## src/design/bcm_pkg.sv

```systemverilog
// Package for the binomial coefficient block: widths, default maximum n, state type.
// No dependencies.
`timescale 1ns / 1ps

package bcm_pkg;

  localparam int unsigned FIELD_W       = 6;
  localparam int unsigned VAL_W         = 64;
  localparam int unsigned PROD_W        = 70;
  localparam int unsigned MAX_N_DEFAULT = 63;

  typedef enum logic [2:0] {
    S_IDLE,
    S_LOAD,
    S_MUL,
    S_DIV,
    S_FINISH
  } bcm_state_t;

endpackage

```

## src/design/binomial_coefficient_multiplicative.sv

```systemverilog
// Binomial coefficient C(n,k) by the multiplicative rule on one shared adder.
// Depends on bcm_pkg.
//
//   channel  signals                      payload
//   in       in_valid / in_stall          set_size[5:0], choose_count[5:0]
//   out      out_valid / out_stall        coefficient[63:0], step_count[5:0]
//
// Special cases (k = 0, k = n, k > n, n > MAX_N) go from accept straight to the result.
// Otherwise k steps: each step is a setup, a shift-add multiply and a restoring divide,
// all on one 71-bit adder.
// Reset clears the sequencer and the output valid; no clearing pass.
// A result waits in the output register while the next transaction is accepted.
`timescale 1ns / 1ps

module binomial_coefficient_multiplicative
  import bcm_pkg::*;
#(
  parameter int unsigned MAX_N = MAX_N_DEFAULT
) (
  input  logic                clk,
  input  logic                rst,
  input  logic                in_valid,
  output logic                in_stall,
  input  logic [FIELD_W-1:0]  set_size,
  input  logic [FIELD_W-1:0]  choose_count,
  output logic                out_valid,
  input  logic                out_stall,
  output logic [VAL_W-1:0]    coefficient,
  output logic [FIELD_W-1:0]  step_count
);

  localparam logic [FIELD_W:0] MAX_N_W  = (FIELD_W+1)'(MAX_N);
  localparam logic [2:0]       MUL_LAST = 3'(FIELD_W - 1);
  localparam logic [6:0]       DIV_LAST = 7'(PROD_W - 1);

  bcm_state_t state, state_next;

  logic [FIELD_W-1:0] n_reg;
  logic [FIELD_W-1:0] k_reg;
  logic [FIELD_W-1:0] i_reg;
  logic               special;
  logic [VAL_W-1:0]   value;
  logic [PROD_W-1:0]  mcand;
  logic [FIELD_W-1:0] mplier;
  logic [PROD_W-1:0]  acc;
  logic [2:0]         mcnt;
  logic [FIELD_W-1:0] rem;
  logic [PROD_W-1:0]  quo;
  logic [6:0]         dcnt;

  logic               zero_case;
  logic               one_case;
  logic               special_in;
  logic [FIELD_W:0]   rem_shift;
  logic [PROD_W-1:0]  op_a;
  logic [PROD_W-1:0]  op_b;
  logic               cin;
  logic [PROD_W:0]    sum;
  logic               ge;
  logic [PROD_W-1:0]  acc_upd;
  logic [PROD_W-1:0]  quo_next;
  logic               result_load;

  assign zero_case  = ({1'b0, set_size} > MAX_N_W) || (choose_count > set_size);
  assign one_case   = (choose_count == '0) || (choose_count == set_size);
  assign special_in = zero_case || one_case;

  assign rem_shift = {rem, quo[PROD_W-1]};
  assign sum       = {1'b0, op_a} + {1'b0, op_b} + {{PROD_W{1'b0}}, cin};
  assign ge        = sum[PROD_W];
  assign acc_upd   = mplier[0] ? sum[PROD_W-1:0] : acc;
  assign quo_next  = {quo[PROD_W-2:0], ge};

  always_comb begin
    in_stall    = (state != S_IDLE);
    result_load = (state == S_FINISH) && (!out_valid || !out_stall);
    op_a        = acc;
    op_b        = mcand;
    cin         = 1'b0;
    case (state)
      S_DIV: begin
        op_a = {{(PROD_W-FIELD_W-1){1'b0}}, rem_shift};
        op_b = ~{{(PROD_W-FIELD_W){1'b0}}, i_reg};
        cin  = 1'b1;
      end
      default: begin
        op_a = acc;
        op_b = mcand;
        cin  = 1'b0;
      end
    endcase
  end

  always_comb begin
    state_next = state;
    case (state)
      S_IDLE: begin
        if (in_valid) state_next = special_in ? S_FINISH : S_LOAD;
      end
      S_LOAD:   state_next = S_MUL;
      S_MUL: begin
        if (mcnt == MUL_LAST) state_next = S_DIV;
      end
      S_DIV: begin
        if (dcnt == DIV_LAST) state_next = (i_reg == k_reg) ? S_FINISH : S_LOAD;
      end
      S_FINISH: begin
        if (result_load) state_next = S_IDLE;
      end
      default:  state_next = S_IDLE;
    endcase
  end

  always_ff @(posedge clk) begin
    if (rst) begin
      state <= S_IDLE;
    end else begin
      state <= state_next;
    end
  end

  always_ff @(posedge clk) begin
    case (state)
      S_IDLE: begin
        if (in_valid) begin
          n_reg   <= set_size;
          k_reg   <= choose_count;
          i_reg   <= FIELD_W'(1);
          special <= special_in;
          value   <= zero_case ? '0 : VAL_W'(1);
        end
      end
      S_LOAD: begin
        mcand  <= {{(PROD_W-VAL_W){1'b0}}, value};
        mplier <= n_reg - i_reg + FIELD_W'(1);
        acc    <= '0;
        mcnt   <= '0;
      end
      S_MUL: begin
        acc    <= acc_upd;
        mcand  <= mcand << 1;
        mplier <= mplier >> 1;
        mcnt   <= mcnt + 3'd1;
        if (mcnt == MUL_LAST) begin
          quo  <= acc_upd;
          rem  <= '0;
          dcnt <= '0;
        end
      end
      S_DIV: begin
        rem  <= ge ? sum[FIELD_W-1:0] : rem_shift[FIELD_W-1:0];
        quo  <= quo_next;
        dcnt <= dcnt + 7'd1;
        if (dcnt == DIV_LAST) begin
          value <= quo_next[VAL_W-1:0];
          i_reg <= i_reg + FIELD_W'(1);
        end
      end
      default: begin
      end
    endcase
  end

  always_ff @(posedge clk) begin
    if (rst) begin
      out_valid <= 1'b0;
    end else if (result_load) begin
      out_valid <= 1'b1;
    end else if (!out_stall) begin
      out_valid <= 1'b0;
    end
  end

  always_ff @(posedge clk) begin
    if (result_load) begin
      coefficient <= value;
      step_count  <= special ? '0 : k_reg;
    end
  end

endmodule

```

## config.mk

```make
export PLATFORM = sky130hd
export DESIGN_NAME = binomial_coefficient_multiplicative
export DESIGN_NICKNAME = d
export VERILOG_FILES = /design/src/design/bcm_pkg.sv /design/src/design/binomial_coefficient_multiplicative.sv
export SDC_FILE = /design/constraint.sdc
export NUM_CORES = 1
export LEC_CHECK = 0
export BUFFER_PORTS_ARGS = -buffer_cell sky130_fd_sc_hd__buf_2
export CORE_UTILIZATION = 55
export DETAILED_ROUTE_END_ITERATION = 6
export PLACE_DENSITY = 0.77
export SETUP_SLACK_MARGIN = 0.15
export SKIP_LAST_GASP = 1
export SLEW_MARGIN = 20
export SYNTH_ARGS = -nofsm -noshare
export SYNTH_HDL_FRONTEND = slang
export SYNTH_SLANG_ARGS = --single-unit
```

## constraint.sdc

```tcl
create_clock -name clk -period 16.7 [get_ports clk]
set_input_delay 1.67 -clock clk [delete_from_list [all_inputs] [get_ports clk]]
set_output_delay 1.67 -clock clk [all_outputs]
set_load 0.01 [all_outputs]
```

; After elaboration in Yosys (flattened, before gate mapping)
; Index checks and enable logic that the tools add are counted.
[totals]
reg_bits = 389
in_bits = 16
[classes]
n_addsub = 7
order_cmp = 1
eq_ne = 13
n_mux = 31
bitwise = 1
n_reduce_logical = 16
[ops]
columns = operator, n
row1 = $pmux W70 S2, 3
row2 = $mux W70, 4
row3 = $mux W64, 2
row4 = $pmux W64 S2, 1
row5 = $add A70 B70 Y71, 1
row6 = $add A71 B1 Y71, 1
row7 = $not A6 Y70, 1
row8 = $pmux W6 S2, 3
row9 = $mux W6, 4
row10 = $mux W3, 6
row11 = $pmux W3 S5, 1
row12 = $pmux W7 S2, 1
row13 = $add A6 B1 Y6 const B, 2
row14 = $eq A6 B6 Y1, 2
row15 = $ne A2 B2 Y1 const B, 4
row16 = $add A7 B1 Y7 const B, 1
row17 = $eq A7 B7 Y1 const B, 1
row18 = $mux W7, 1
row19 = $eq A3 B2 Y1 const B, 2
row20 = $eq A3 B3 Y1 const B, 2
row21 = $gt A6 B6 Y1, 1
row22 = $logic_not A6 Y1, 1
row23 = $pmux W3 S2, 1
row24 = $reduce_bool A2 Y1, 3
row25 = other kinds (13), 20

; Logic depth before layout (Yosys ltp)
[depth]
depth_word = 7
mapped_depth = 21
depth_no_buf = 18

; Worst setup path after synthesis
; No wires, ideal clock.
[synth_timing]
path_type = register -> register
start = register state[0]
end = register acc[0] (enable)
setup_time_ps = 659
arrival_time_ps = 6950
required_ps = 16041
slack_ps = 9091
stages_incl_launch_ff = 4
path_buffers = 1
period_less_slack_ps = 7609
cell_sequence = dfxtp_1 > clkbuf_1 > xnor2_1 > nor2_1
[synth_via]
elab_chain_len = 2
word_cells_on_any_way = 3
[synth_lines]
columns = item, line_no
row1 = start: declaration, binomial_coefficient_multiplicative.sv:36  ; bcm_state_t state, state_next;
row2 = start signal: assignment, binomial_coefficient_multiplicative.sv:118  ; state <= state_next;
row3 = $eq A3 B2 Y1 / $eq A3 B1 Y1 (equally long branches), binomial_coefficient_multiplicative.sv:123  ; case (state)
row4 = $reduce_bool A2 Y1 (no source line) *, n/a
row5 = end signal: assignment, binomial_coefficient_multiplicative.sv:140  ; acc <= acc_upd;
row6 = end: declaration, binomial_coefficient_multiplicative.sv:45  ; logic [PROD_W-1:0] acc;
; Every way passes the cells marked *; elsewhere a longest branch is shown, timed or not.
; A chain may end at the register's enable or synchronous reset.

; Worst setup path after layout
[layout_timing]
start = register state[2]
end = register rem[1] (data pin)
[layout_via]
elab_chain_len = 6
word_cells_on_any_way = 9
[layout_lines]
columns = item, line_no
row1 = $eq A3 B2 Y1, "binomial_coefficient_multiplicative.sv:80, binomial_coefficient_multiplicative.sv:123"
row2 = $mux W70, binomial_coefficient_multiplicative.sv:80  ; case (state)
row3 = $add A70 B70 Y71, binomial_coefficient_multiplicative.sv:69  ; assign sum = {1'b0, op_a} + {1'b0, op_b} + {{PROD_W{1'b0}}, cin};
row4 = $add A71 B1 Y71, binomial_coefficient_multiplicative.sv:69
row5 = $mux W6, binomial_coefficient_multiplicative.sv:151  ; rem <= ge ? sum[FIELD_W-1:0] : rem_shift[FIELD_W-1:0];
row6 = $pmux W6 S2 *, binomial_coefficient_multiplicative.sv:123
row7 = end signal: assignment, binomial_coefficient_multiplicative.sv:151
row8 = end: declaration, binomial_coefficient_multiplicative.sv:47  ; logic [FIELD_W-1:0] rem;
; Marks and branches as above.

==> qor.yml <==
yosys_warnings: 0
finalHoldViolCount: 0
cts-root-buf: "clkbuf_16"
first_global_vias: 14500
numPortBuffers: 87
r2r-end: "rem[1]"
syn_inst: 2033
first_pass_iters: 6
areaGrowthSynthToFinish_pct: 9.45
worstSetupPathType: "reg -> reg"
leakagePower_nw: 9.26
yosysUniqueCellTypes: 84
ant_nets: 0
num_rows: 71
period_minus_slack_ps: 5760
endpoint_kind: "flop"
n_antenna_cell: 0
cp.required_ps: 17000
reg2reg_slack_ps: 10940
dpl.cell_count: 2533
largest_registers: "acc: 70 flops, mcand: 70 flops, quo: 70 flops"
fp.dieW_um: 199
synth-main-ff-cell: "edfxtp_1"
drive_gt1_share_pct: 9.38
cts.htree.levels: 2
reg2reg_from: "state[2]"
synth-seq-cells: 389
route.met2.wl_um: 21300
finClkSkew_ps: 26.9
wl_um: 47600
clock-sinks: 389
wl_per_cell_um: 18.2
worst_pin_slew_ps: 1050
cts_tree: "built"
hold_path_end: "coefficient[52]"
worstHoldPathType: "reg -> reg"
min_from: "value[52]"
maxCapViolCount: 0
grt.total_usage_pct: 24.3
fin_crit_sh_pct: 34.5
die_area_um2: 39800
yosysSeqAreaShare_pct: 54.3
top_layer: "met4"
hold_buffers: 0
cts_buffers: 42
syn_area_um2: 21400
ir_worst_vdd_uv: 75.2
gp_congestion: 0.919
fp.dieH_um: 199
cellPowerDensity_nw_per_um2: 164
syn_avg_cell_area_um2: 10.5
crit_arrival_ps: 6070
clk_pin_slew_ps: 60
rsz0062_at_grt: "no"
fin_tns_setup_ps: 0
fmax_mhz: 173
cts-resized-gates: 0
async_flop_share_pct: 0
drtIter0Drc: 1144
synth-edff-count: 385
wl_met1_um: 22300
slew_headroom_pct: 30.1
wl_met3_um: 2950
io-pin-count: 88
finalMaxSlewViolations: 0
final-instance-count-excl-fill: 2611
coreArea_um2: 38000
worst_setup_path_start_kind: "flop"
cts_buffer_depth: 3
vias_per_cell: 5.84
grt_pass1_wl_um: 76300
drc: 0
outcome: "finished clean"
dr_total_vias: 15300
r2r_cells: 13
setup_viol: 0
start_util_pct: 56.4
holdPathStages: 0
grt_remaining_overflow: 0
grt_max_degree: 101
clock_latency_ps: 580
cts_setup_buffers: 0
antenna_found_initial: 0
synth.net_count: 2141
worst-path-max-fanout: 95
hpwlAfterDp_um: 31200
nets: 2175
metal layers:
layer | GRT usage (%) | vias to the layer above
met4 | 6.87 | 0
met1 | 35.5 | 7362
met3 | 3.48 | 75
met2 | 38.0 | 509
met5 | 0 | -
li1 | - | 7304
cell usage after synthesis, types with 35 or more instances:
cell type	count	area, um2
mux2i_1	52	521
nand2b_1	69	432
nor2_1	197	739
and2_1	135	845
ha_1	90	1130
xnor2_1	47	412
nand3_1	38	190
o21ai_0	61	305
inv_1	49	184
a21oi_1	156	781
edfxtp_1	385	11600
clkbuf_1	88	330
a21o_1	35	263
nand2_1	321	1200
power by group:
| part | total, mW | switching [mW] | internal (mW) | leakage [nW] |
|---|---|---|---|---|
| Sequential | 1.42 | 0.0842 | 1.34 | 3.66 |
| Combinational | 1.53 | 0.960 | 0.571 | 4.96 |
| Clock | 0.905 | 0.390 | 0.515 | 0.638 |
| Total | 3.86 | 1.43 | 2.42 | 9.26 |
how the worst max path moves through the flow:
stage / start / endpoint / slack (ps)
4_1_cts: state[2] / rem[5] / 10990
6_report: state[2] / rem[1] / 10940
3_5_place_dp: state[2] / rem[0] / 11010
5_1_grt: state[2] / rem[3] / 10560
2_1_floorplan: state[0] / acc[0] / 9090
3_3_place_gp: state[2] / rem[1] / 11160
area by class of cell:
class / instances / area (um2)
Multi-Input combinational cell: 1482 / 9110
Tap cell: 511 / 639
Sequential cell: 389 / 11600
Clock buffer: 53 / 1090
Timing Repair Buffer: 103 / 568
Clock inverter: 24 / 230
Fill cell: 3122 / 14600
Inverter: 49 / 184
cell usage in the layout (no fill, tap or decap), types with 11 or more instances in the layout:
| cell | n |
|---|---|
| inv_1 | 49 |
| buf_4 | 15 |
| nand3_1 | 38 |
| o21ai_0 | 61 |
| a21o_1 | 35 |
| buf_2 | 87 |
| and2_1 | 135 |
| nand4_1 | 30 |
| o21a_1 | 12 |
| nor2b_1 | 13 |
| a21oi_1 | 155 |
| xnor2_1 | 47 |
| nor3_1 | 11 |
| o21ai_1 | 11 |
| clkbuf_16 | 42 |
| xor2_1 | 30 |
| a31oi_1 | 22 |
| mux2i_1 | 52 |
| nand2b_1 | 68 |
| nor2_1 | 193 |
| clkbuf_1 | 11 |
| edfxtp_1 | 385 |
| o21bai_1 | 34 |
| ha_1 | 90 |
| nand2_1 | 321 |
worst max-delay path: stages, from the launching register on:
cell,delay [ps]
dfxtp_1,460
nand3b_4,280
buf_4,680
buf_4,780
buf_4,740
nand2b_1,130
ha_1,440
nand2_1,140
o21ai_0,310
a31oi_4,110
o21bai_4,210
a31oi_4,140
o41ai_4,760
mux2i_1,160
kinds of logic (layout without fill, tap and decap cells):
| logic type | Yosys count | in the layout | synth area share [%] |
|---|---|---|---|
| muxes | 56 | 56 | 2.64 |
| and+or+nand+nor | 858 | 858 | 19.1 |
| buffers and inverters | 162 | 229 | 3.50 |
| adders and majority gates | 92 | 92 | 5.44 |
| DFF | 389 | 389 | 54.3 |
| xor gates and xnor gates | 77 | 77 | 3.15 |
| AOI/OAI and AO/OA | 399 | 399 | 11.9 |
stage by stage:
step	setup WS, ps	utilization, %	area [um2]	total power [mW]	hold WS (ps)
detailed placement	11010	58.2	22100	2.94	432
global placement	11160	58.2	22100	2.91	432
global route	10560	61.7	23500	4.09	453
floorplan	9090	-	21400	2.62	417
CTS	10990	61.7	23400	3.86	448
finish	10940	61.7	23500	3.86	447
Note: power is estimated with default switching activity, not from simulation.
